--- src/y86ie_pkg.sv ---
// Package for the Y86-64 instruction executor: status codes, instruction codes,
// queue entry type, back end states and helper functions. No dependencies.
`default_nettype none
package y86ie_pkg;

   localparam int MemBytesDefault = 4096;
   localparam logic [3:0] NoReg = 4'hF;
   localparam logic [3:0] SpReg = 4'h4;

   typedef enum logic [1:0] {
      ST_OK  = 2'd0,
      ST_HLT = 2'd1,
      ST_ADR = 2'd2,
      ST_INS = 2'd3
   } status_type;

   typedef enum logic [3:0] {
      I_HALT   = 4'h0,
      I_NOP    = 4'h1,
      I_RRMOVQ = 4'h2,
      I_IRMOVQ = 4'h3,
      I_RMMOVQ = 4'h4,
      I_MRMOVQ = 4'h5,
      I_OPQ    = 4'h6,
      I_JXX    = 4'h7,
      I_CALL   = 4'h8,
      I_RET    = 4'h9,
      I_PUSHQ  = 4'hA,
      I_POPQ   = 4'hB,
      I_IADDQ  = 4'hC
   } icode_type;

   typedef enum logic [1:0] {
      B_CLEAR,
      B_EXEC,
      B_LOAD
   } bstate_type;

   localparam logic [3:0] FnAdd = 4'h0;
   localparam logic [3:0] FnSub = 4'h1;
   localparam logic [3:0] FnAnd = 4'h2;
   localparam logic [3:0] FnXor = 4'h3;

   typedef struct packed {
      logic [3:0]  icode;
      logic [3:0]  ifun;
      logic [3:0]  ra;
      logic [3:0]  rb;
      logic [63:0] k;
      logic [3:0]  len;
   } decoded_type;

   function automatic logic [3:0] instr_len(logic [7:0] op, logic [3:0] ra, logic [3:0] rb);
      logic [3:0] code;
      logic [3:0] fn;
      logic [3:0] len;
      code = op[7:4];
      fn = op[3:0];
      len = 4'd0;
      case (code)
         I_HALT, I_NOP, I_RET: len = (fn == 4'd0) ? 4'd1 : 4'd0;
         I_RRMOVQ: len = (fn <= 4'd6 && ra != NoReg && rb != NoReg) ? 4'd2 : 4'd0;
         I_IRMOVQ, I_IADDQ: len = (fn == 4'd0 && ra == NoReg && rb != NoReg) ? 4'd10 : 4'd0;
         I_RMMOVQ, I_MRMOVQ:
            len = (fn == 4'd0 && ra != NoReg && rb != NoReg) ? 4'd10 : 4'd0;
         I_OPQ: len = (fn <= 4'd3 && ra != NoReg && rb != NoReg) ? 4'd2 : 4'd0;
         I_JXX: len = (fn <= 4'd6) ? 4'd9 : 4'd0;
         I_CALL: len = (fn == 4'd0) ? 4'd9 : 4'd0;
         I_PUSHQ, I_POPQ: len = (fn == 4'd0 && ra != NoReg && rb == NoReg) ? 4'd2 : 4'd0;
         default: len = 4'd0;
      endcase
      return len;
   endfunction

   function automatic logic cond_true(logic [3:0] fn, logic [2:0] cc);
      logic lt;
      logic c;
      lt = cc[1] ^ cc[2];
      case (fn)
         4'd0: c = 1'b1;
         4'd1: c = lt | cc[0];
         4'd2: c = lt;
         4'd3: c = cc[0];
         4'd4: c = ~cc[0];
         4'd5: c = ~lt;
         4'd6: c = ~lt & ~cc[0];
         default: c = 1'b0;
      endcase
      return c;
   endfunction

endpackage
`default_nettype wire

--- src/y86ie_front.sv ---
// Front end: accepts instructions, checks the encoding and pushes decoded
// entries into a two-entry queue. Depends on y86ie_pkg.
`default_nettype none
module y86ie_front (
   input  wire logic                   clock,
   input  wire logic                   reset,
   input  wire logic                   req_valid,
   output logic                        req_stall,
   input  wire logic [7:0]             req_op,
   input  wire logic [7:0]             req_reg_byte,
   input  wire logic [63:0]            req_const_word,
   output logic                        q_valid,
   output y86ie_pkg::decoded_type      q_data,
   input  wire logic                   q_pop
);
   y86ie_pkg::decoded_type slot_ff [2];
   logic [1:0] count_ff, count_in;
   logic       rd_ff, rd_in, wr_ff, wr_in;
   logic       push;
   y86ie_pkg::decoded_type dec;

   always_comb begin
      dec.icode = req_op[7:4];
      dec.ifun  = req_op[3:0];
      dec.ra    = req_reg_byte[7:4];
      dec.rb    = req_reg_byte[3:0];
      dec.k     = req_const_word;
      dec.len   = y86ie_pkg::instr_len(req_op, req_reg_byte[7:4], req_reg_byte[3:0]);
   end

   assign req_stall = (count_ff == 2'd2);
   assign push      = req_valid & ~req_stall;
   assign q_valid   = (count_ff != 2'd0);
   assign q_data    = slot_ff[rd_ff];

   always_comb begin
      count_in = count_ff + {1'b0, push} - {1'b0, q_pop};
      rd_in    = rd_ff ^ q_pop;
      wr_in    = wr_ff ^ push;
   end

   always_ff @(posedge clock) begin
      if (reset) begin
         count_ff <= 2'd0;
         rd_ff    <= 1'b0;
         wr_ff    <= 1'b0;
      end else begin
         count_ff <= count_in;
         rd_ff    <= rd_in;
         wr_ff    <= wr_in;
      end
      if (push) begin
         slot_ff[wr_ff] <= dec;
      end
   end
endmodule
`default_nettype wire

--- config.mk ---
export PLATFORM = sky130hd
export DESIGN_NAME = y86ie_front
export DESIGN_NICKNAME = d
export VERILOG_FILES = /design/src/y86ie_pkg.sv /design/src/y86ie_front.sv
export SDC_FILE = /design/constraint.sdc
export NUM_CORES = 1
export LEC_CHECK = 0
export BUFFER_PORTS_ARGS = -buffer_cell sky130_fd_sc_hd__buf_2
export CORE_ASPECT_RATIO = 1.25
export CORE_UTILIZATION = 36
export CTS_BUF_LIST = sky130_fd_sc_hd__clkbuf_4 sky130_fd_sc_hd__clkbuf_8
export DETAILED_ROUTE_END_ITERATION = 7
export GPL_TIMING_DRIVEN = 0
export SLEW_MARGIN = 40
export SYNTH_ARGS = -nofsm -noshare
export SYNTH_HDL_FRONTEND = slang
export SYNTH_SLANG_ARGS = --single-unit
--- constraint.sdc ---
create_clock -name clock -period 3.4 [get_ports clock]
set_input_delay 0.68 -clock clock [delete_from_list [all_inputs] [get_ports clock]]
set_output_delay 0.68 -clock clock [all_outputs]
set_load 0.02 [all_outputs]
==> results of run 1 <==
## routing by layer
layer / routed length (um) / share of wire (%)
met1: 4640 / 39
met2: 6110 / 52
met3: 837 / 7.1
met4: 213 / 1.8
met5: 13 / 0.11
## kinds of logic after synthesis
family | count (synthesis)
flip-flops | 170
AND/OR/NAND/NOR | 19
XOR/XNOR | 3
other | 1
adder cells (fa/ha/maj) | 4
AO/OA/AOI/OAI | 7
multiplexers | 83
buffers and inverters | 14
## power by group through the flow
| stage | logic, mW | clock network, mW | registers [mW] |
|---|---|---|---|
| finish | 1.12 | 1.39 | 2.74 |
| global route | 1.21 | 1.53 | 2.77 |
| CTS | 1.15 | 1.45 | 2.75 |
| detailed placement | 1.14 | 0 | 2.79 |
| global placement | 1.06 | 0 | 2.83 |
| floorplan | 0.700 | 0 | 2.80 |
## final timing paths
check | startpoint | end | slack, ps | cells past startpoint
worst max-delay path | rd_ff | q_data[56] | 470 | 4
worst min-delay path | req_const_word[63] | slot_ff[0][67] | 410 | 1
worst max register to register | count_ff[0] | slot_ff[0][27] | 1680 | 5
worst min register to register | count_ff[1] | count_ff[1] | 560 | 2
## layout by cell type, fill, tap and decap left out, drive strengths merged, types with 2 or more instances in the layout
| master | instances |
|---|---|
| and4 | 2 |
| nor4bb | 2 |
| inv | 14 |
| xnor2 | 2 |
| clkinv | 3 |
| dfxtp | 4 |
| buf | 179 |
| mux2 | 83 |
| diode | 2 |
| clkbuf | 20 |
| ha | 4 |
| nand2 | 2 |
| nand3 | 2 |
| nor2 | 3 |
| edfxtp | 166 |
## through the flow
step                util (%)  area (um^2)  power [mW]  hold WS, ps  setup WS (ps)
global route            46.7         7970        5.51          359            230
floorplan                  -         6350        3.50          499            164
detailed placement      44.5         7580        3.94          537            839
global placement        43.8         7470        3.89          520          -1040
CTS                     46.7         7970        5.35          365            308
finish                  46.8         7970        5.25          415            469
## flip-flops by register name (all words and copies together) (netlist names)
register	count
slot_ff	166
rd_ff	1
count_ff	2
wr_ff	1
## cell type report
class	count	area share (%)
diodes	2	0.0628
plain buffers	10	0.612
well taps	220	3.45
clock inverters	15	1.95
flip-flops and latches	170	63.5
inverters	4	0.188
repair buffers	172	11.6
multi-input cells	117	15.7
clock buffers	17	2.94
==> impl_metrics.json, run 1 <==
{
  "status": "finished, final reports clean",
  "cp_common_cell": "buf_2",
  "use_met3_pct": 5.64,
  "post_cts_buffers": 0,
  "synthFlopType": "edfxtp_1",
  "leakage_nw": 2.97,
  "worstPathRequired_ps": 2720,
  "yosysSeqAreaShare_pct": 79.7,
  "p_int_mw": 3.71,
  "htreeDepth": 4,
  "cap_violations": 0,
  "die_w_um": 121,
  "netlist_area_um2": 6350,
  "max_freq_mhz": 341,
  "grt_pass1_vias": 3545,
  "synth-compound-area-share_pct": 1.12,
  "slew-limit-headroom_pct": 56.3,
  "grt_pass1_wl_um": 18200,
  "top_usage_layer": "met2",
  "drv_slew": 0,
  "cts.repair.resized": 0,
  "startpoint_type": "register",
  "fin_nets": 580,
  "met2_usage_pct": 22.9,
  "crit_family": "buffers and inverters",
  "critPathMaxFanout": 10,
  "area_delta_synth_final_pct": 25.4,
  "muxShareOfSynthArea_pct": 14.7,
  "ys_async_sr_fraction_pct": 0,
  "vias": 3348,
  "hold_violations": 0,
  "hpwl_um": 8140,
  "ys.warnings.count": 0,
  "pwr-share-seq_pct": 52.2,
  "grt-ovfl-total": 0,
  "rsz0062_at_grt": "false",
  "hold_path.class": "in -> reg",
  "clock_sinks": 170,
  "clk-insertion-delay-late_ps": 440,
  "peakVddDrop_mv": 0.331,
  "synthesis.nets": 389,
  "clk_path_buf_depth": 2,
  "powerDensity_nw_per_um2": 659,
  "clock_power_share_pct": 26.5,
  "grtUsageTotal_pct": 13.6,
  "synth_common_cells": "edfxtp_1, mux2_2, mux2_1",
  "avgSynthCellArea_um2": 21.1,
  "period_needed_ps": 2930,
  "start_util_pct": 37.3,
  "cts_made_buffers": 17,
  "synth_cell_types": 33,
  "ios": 170,
  "synth-xor-area-share_pct": 0.413,
  "synth-edff-count": 166,
  "drt_drc_violations_left": 0,
  "seqCellArea_um2": 5060,
  "cp-end-kind": "output pin",
  "path_cells": "clkbuf_1 -> buf_2 -> mux2_2 -> buf_2",
  "setup-tns-final_ps": 0,
  "dr.first_iter.drc_count": 153,
  "yosys.area_share.simple_pct": 2.21,
  "swShare_pct": 29.3,
  "dieArea_um2": 18200,
  "slowest_stage": "clkbuf_1",
  "synth_top_family_by_area": "multiplexers",
  "hold_buffers": 0,
  "wl_um": 11800,
  "grt_antenna_before_repair": 3,
  "fin_skew_ps": 8.16,
  "combPwrFrac_pct": 21.3,
  "root_buffer": "clkbuf_8",
  "placed_cells": 693,
  "yosysMostFrequentCell": "edfxtp_1",
  "ant_nets": 0,
  "port-buffer-count": 168,
  "gr-usage-met1_pct": 15.0,
  "synthTopCellsByArea": "edfxtp_1, mux2_2, mux2_1, dfxtp_1, ha_1",
  "core_area_um2": 17000,
  "synth-seq-cells": 170,
  "viasPerCell": 4.61,
  "grt_max_degree": 38,
  "cts_tree": "done",
  "max_slew.worst_pin.slew_ps": 655,
  "synth-adder-area-share_pct": 0.788,
  "critPathMaxStageDelay_ps": 520,
  "die_y_um": 151,
  "worstSetupPathType": "reg -> out",
  "drt-wirelength-per-cell_um": 16.3,
  "multiInputGateArea_um2": 1250,
  "setup_viol": 0,
  "drive_gt1_share_pct": 57.6,
  "cp_num_buf_inv": 3,
  "clkSlewWorstSetupHoldPaths_ps": 100,
  "num_rows": 53,
  "yosysTopAreaCell": "edfxtp_1",
  "p_sw_mw": 1.54,
  "num-fill-cells": 1508,
  "final_cells": 727,
  "gp_congestion": 0.715,
  "drtPass1Iterations": 4,
  "cp.arrival_ps": 2250,
  "synth_cells": 301,
  "min_period_over_period_pct": 86.2,
  "synth_top_cell_area_share_pct": 78.4
}
Power figures use the tool's default switching activity.
==> inputs of run 2 (changes only) <==
==> constraint.sdc (replaced) <==
create_clock -name clock -period 2.8 [get_ports clock]
set_input_delay 0.56 -clock clock [delete_from_list [all_inputs] [get_ports clock]]
set_output_delay 0.56 -clock clock [all_outputs]
set_load 0.02 [all_outputs]
==> run 2 against run 1 <==
  * Core utilization about the same
  * Clock skew barely moved
  * Combinational power rose by 21%
  * Final area about the same
  * Routed wire length about the same
==> impl_metrics.json, run 2 (synthesized netlist as in run 1, its figures left out) <==
{
  "status": "finished, final reports clean",
  "min_from": "req_const_word[63]",
  "reg2reg_depth": 5,
  "worstPathRequired_ps": 2240,
  "max_slew.worst_pin.slew_ps": 628,
  "cp_common_cell": "buf_2",
  "reg2reg_setup_slack_ps": 1080,
  "largest_reg_flops": 166,
  "setup_viol": 0,
  "hold_end": "slot_ff[0][67]",
  "critPathMaxStageDelay_ps": 370,
  "hold_path.class": "in -> reg",
  "grt_max_degree": 38,
  "design_area_um2": 7970,
  "cts_tree": "done",
  "start_util_pct": 37.3,
  "root_buffer": "clkbuf_8",
  "core_area_um2": 17000,
  "period_needed_ps": 2540,
  "num-fill-cells": 1510,
  "setup-tns-final_ps": 0,
  "cp-end-kind": "output pin",
  "cp_num_buf_inv": 3,
  "num_rows": 53,
  "powerDensity_nw_per_um2": 800,
  "drt-wirelength-per-cell_um": 16.2,
  "die_y_um": 151,
  "clk-insertion-delay-late_ps": 440,
  "grt_antenna_before_repair": 3,
  "dieArea_um2": 18200,
  "dr.first_iter.drc_count": 153,
  "gp_congestion": 0.715,
  "area_delta_synth_final_pct": 25.4,
  "holdPathStages": 1,
  "fin_nets": 580,
  "final_common_cell": "buf_2",
  "peakVddDrop_mv": 0.402,
  "drt_drc_violations_left": 0,
  "ant_nets": 0,
  "min_period_over_period_pct": 90.6,
  "grt_pass1_vias": 3545,
  "cap_violations": 0,
  "clkSlewWorstSetupHoldPaths_ps": 100,
  "cp.arrival_ps": 1980,
  "power.total_mw": 6.38,
  "critPathMaxFanout": 10,
  "clock_sinks": 170,
  "port-buffer-count": 168,
  "path_cells": "clkbuf_2 -> buf_2 -> mux2_2 -> buf_2",
  "final_cell_mix": "buf_2, edfxtp_1, mux2_2",
  "rsz0062_at_grt": "false",
  "hold_violations": 0,
  "grt-ovfl-total": 0,
  "slew-limit-headroom_pct": 58.1,
  "worstSetupPathType": "reg -> out",
  "utilization_pct": 46.8,
  "wl_um": 11800,
  "viasPerCell": 4.61,
  "grt_pass1_wl_um": 18200,
  "vias": 3349,
  "drive_gt1_share_pct": 57.8,
  "grtUsageTotal_pct": 13.6,
  "r2r_end": "slot_ff[0][27]",
  "leakage_nw": 2.97,
  "crit_family": "buffers and inverters",
  "hold_buffers": 0,
  "max_flop_register": "slot_ff",
  "rr_startpoint": "count_ff[0]",
  "cts_made_buffers": 17,
  "reg_top3": "slot_ff: 166 flops, count_ff: 2 flops",
  "startpoint_type": "register",
  "ios": 170,
  "hpwl_um": 8140,
  "slowest_stage": "mux2_2",
  "drv_slew": 0,
  "max_freq_mhz": 394,
  "whs_ps": 295,
  "dpl-instance-area_um2": 7580,
  "drtPass1Iterations": 4,
  "crit_path_start": "rd_ff",
  "htreeDepth": 4,
  "fin_skew_ps": 8.12,
  "clk_path_buf_depth": 2,
  "die_w_um": 121
}
==> run 2: cell counts in the layout (fill, tap and decap cells not counted) <==
Identical to the previous run, type by type.
==> run 2: cell type report <==
cell class | instances | area (um^2) | share of cell area (%)
antenna | 2 | 5.00 | 0.0628
timing repair buffer | 172 | 921 | 11.6
sequential | 170 | 5060 | 63.5
inverter | 4 | 15.0 | 0.188
tap | 220 | 275 | 3.45
clock buffer | 17 | 234 | 2.94
multi-input combinational | 117 | 1250 | 15.7
clock inverter | 15 | 155 | 1.95
buffer | 10 | 50.0 | 0.628
==> run 2: timing repair <==
action / 4_1_cts / 5_1_grt
gates resized for setup: 1 / 0
setup endpoints to repair: 60 / 0
setup buffers: 0 / 0
endpoints found under the hold margin: 0 / 0
==> run 2: layer usage <==
layer	wire, um	vias to the layer above	global-route usage (%)
met5	13	-	0
met4	213	2	6.17
met3	837	15	5.64
met2	6110	115	22.9
met1	4640	1635	15.0
li1	-	1582	-
==> run 2: power by group <==
| part | leakage [nW] | internal [mW] | switching (mW) | total (mW) |
|---|---|---|---|---|
| combinational | 1.19 | 0.517 | 0.844 | 1.36 |
| clock | 0.199 | 0.744 | 0.946 | 1.69 |
| sequential | 1.58 | 3.25 | 0.0806 | 3.33 |
| total | 2.97 | 4.51 | 1.87 | 6.38 |
==> run 2: metrics by stage <==
step	std cells	worst slack [ps]
finish	727	263
global route	725	61.1
CTS	725	139
detailed placement	693	359
global placement	689	-1520
floorplan	301	-316
==> run 2: worst max-delay path by stage <==
stage / slack (ps) / cells past startpoint / to
2_1_floorplan: -320 / 3 / slot_ff[1][0]
3_3_place_gp: -1520 / 4 / slot_ff[1][39]
3_5_place_dp: 360 / 4 / q_data[55]
4_1_cts: 140 / 4 / q_data[55]
5_1_grt: 60 / 4 / q_data[58]
6_report: 260 / 4 / q_data[56]
==> inputs of run 3 (changes only) <==
--- a/config.mk
+++ b/config.mk
@@ -6,7 +6,7 @@
 export NUM_CORES = 1
 export LEC_CHECK = 0
 export BUFFER_PORTS_ARGS = -buffer_cell sky130_fd_sc_hd__buf_2
-export CORE_ASPECT_RATIO = 1.25
+export CORE_ASPECT_RATIO = 0.7
 export CORE_UTILIZATION = 36
 export CTS_BUF_LIST = sky130_fd_sc_hd__clkbuf_4 sky130_fd_sc_hd__clkbuf_8
 export DETAILED_ROUTE_END_ITERATION = 7
==> run 3 against run 2 <==
  * Clock power shrank 5%
  * First-iteration DRC count grew 2.0%
  * Worst hold slack lost 5.5 ps
  * Final area shrank 0.25%
  * Clock-buffer cell count is the same
  * Critical path depth is the same
  * Register-to-register slack gained 40 ps
  * Clock skew is essentially flat
  * Total power shrank 1.4%
  * Cell count grew 1.2%
  * Global-route usage shrank 0.29 points
  * Critical path type unchanged
  * Largest cell class unchanged
  * Highest routed layer is now met4
==> impl_metrics.json, run 3 (synthesized netlist as in run 1, its figures left out) <==
{
  "slew-limit-headroom_pct": 54.7,
  "start_util_pct": 36.9,
  "grt-ovfl-total": 0,
  "grtUsageTotal_pct": 13.3,
  "hold_buffers": 0,
  "root_buffer": "clkbuf_8",
  "clock_sinks": 170,
  "utilization_pct": 46.2,
  "final_cells": 736,
  "grt_pass1_vias": 3532,
  "drtPass1Iterations": 4,
  "min_period_over_period_pct": 89.5,
  "antenna_cells": 0,
  "clk-insertion-delay-late_ps": 450,
  "max_freq_mhz": 399,
  "dieArea_um2": 18200,
  "critPathMaxFanout": 10,
  "wl_um": 11800,
  "num_rows": 40,
  "die_w_um": 161,
  "period_needed_ps": 2510,
  "fin_skew_ps": 8.16,
  "cap_violations": 0,
  "rsz0062_at_grt": "false",
  "clkSlewWorstSetupHoldPaths_ps": 90,
  "drv_slew": 0,
  "viasPerCell": 4.52,
  "hpwl_um": 8160,
  "status": "finished, final reports clean",
  "use_met3_pct": 6.05,
  "worstPathRequired_ps": 2240,
  "vias": 3325,
  "setup_viol": 0,
  "gp_congestion": 0.760,
  "fin_nets": 580,
  "grt_antenna_before_repair": 0,
  "grt_pass1_wl_um": 18100,
  "drt_drc_violations_left": 0,
  "cts_made_buffers": 17,
  "largest_reg_flops": 166,
  "area_delta_synth_final_pct": 25.1,
  "drive_gt1_share_pct": 57.6,
  "cp-end-kind": "output pin",
  "top_usage_layer": "met2",
  "startpoint_type": "register",
  "die_y_um": 113,
  "gr-usage-met1_pct": 16.3,
  "final_common_cell": "buf_2",
  "cts_tree": "done",
  "drt-wirelength-per-cell_um": 16.1,
  "placed_cells": 704,
  "peakVddDrop_mv": 0.346,
  "final_cell_mix": "buf_2, edfxtp_1, mux2_2",
  "met2_usage_pct": 21.3,
  "core_area_um2": 17200,
  "ios": 170,
  "max_flop_register": "slot_ff",
  "ant_nets": 0,
  "worstSetupPathType": "reg -> out",
  "hold_path.class": "in -> reg",
  "leakage_nw": 2.95,
  "clk_path_buf_depth": 2,
  "max_slew.worst_pin.slew_ps": 680,
  "grt_max_degree": 40,
  "htreeDepth": 4,
  "hold_violations": 0,
  "cp.arrival_ps": 1950,
  "powerDensity_nw_per_um2": 791,
  "port-buffer-count": 168,
  "reg_top3": "slot_ff: 166 flops, count_ff: 2 flops",
  "dr.first_iter.drc_count": 156
}
## run 3: cell types whose count changed in the layout (fill, tap and decap cells not counted), sizes merged
cell      change
clkinv        +5
diode         -2
inv           -7
clkinvlp      +2
## run 3: per-stage QoR
step | worst slack, ps | hold WS (ps) | TNS (ps) | area, um^2 | total power [mW]
after floorplan | -316 | 499 | -52370 | 6350 | 4.25
after global placement | -1490 | 517 | -244010 | 7480 | 4.71
after detailed placement | 410 | 536 | 0 | 7590 | 4.77
after CTS | 187 | 249 | 0 | 7950 | 6.38
after global routing | 138 | 247 | 0 | 7950 | 6.57
final | 295 | 290 | 0 | 7950 | 6.29
## run 3: final timing paths
kind	startpoint	end	slack [ps]	cells past startpoint
setup / recovery	rd_ff	q_data[24]	290	4
hold / removal	req_const_word[1]	slot_ff[1][5]	290	1
setup reg to reg	count_ff[0]	slot_ff[0][16]	1120	5
hold reg to reg	count_ff[1]	count_ff[1]	550	2
## run 3: cell type report
type                       instances  area (um^2)
buffer                            10         50.0
clock buffer                      17          234
clock inverter                    15          126
fill                            1532         9270
inverter                           4         15.0
multi-input combinational        117         1250
sequential                       170         5060
tap                              231          289
timing repair buffer             172          921
## run 3: where the power goes
group / total, mW / switching, mW / internal [mW]
Sequential: 3.33 / 0.0801 / 3.25
Combinational: 1.36 / 0.845 / 0.517
Clock: 1.60 / 0.896 / 0.702
Total: 6.29 / 1.82 / 4.47
## run 3: repair_timing
action / in CTS / in global routing
gates resized for setup: 1 / 0
buffers inserted: 0 / 0
setup endpoints to repair: 60 / 0
## run 3: routing by layer
layer | vias to the layer above | share of wire (%)
li1 | 1576 | -
met1 | 1613 | 45
met2 | 125 | 45
met3 | 11 | 8.8
met4 | 0 | 0.86
met5 | - | 0
## run 3: critical path, cell delays in order, from the launching register on
cell and delay, ps:
dfxtp_1 350, clkbuf_2 280, buf_2 330, mux2_2 370
buf_2 160
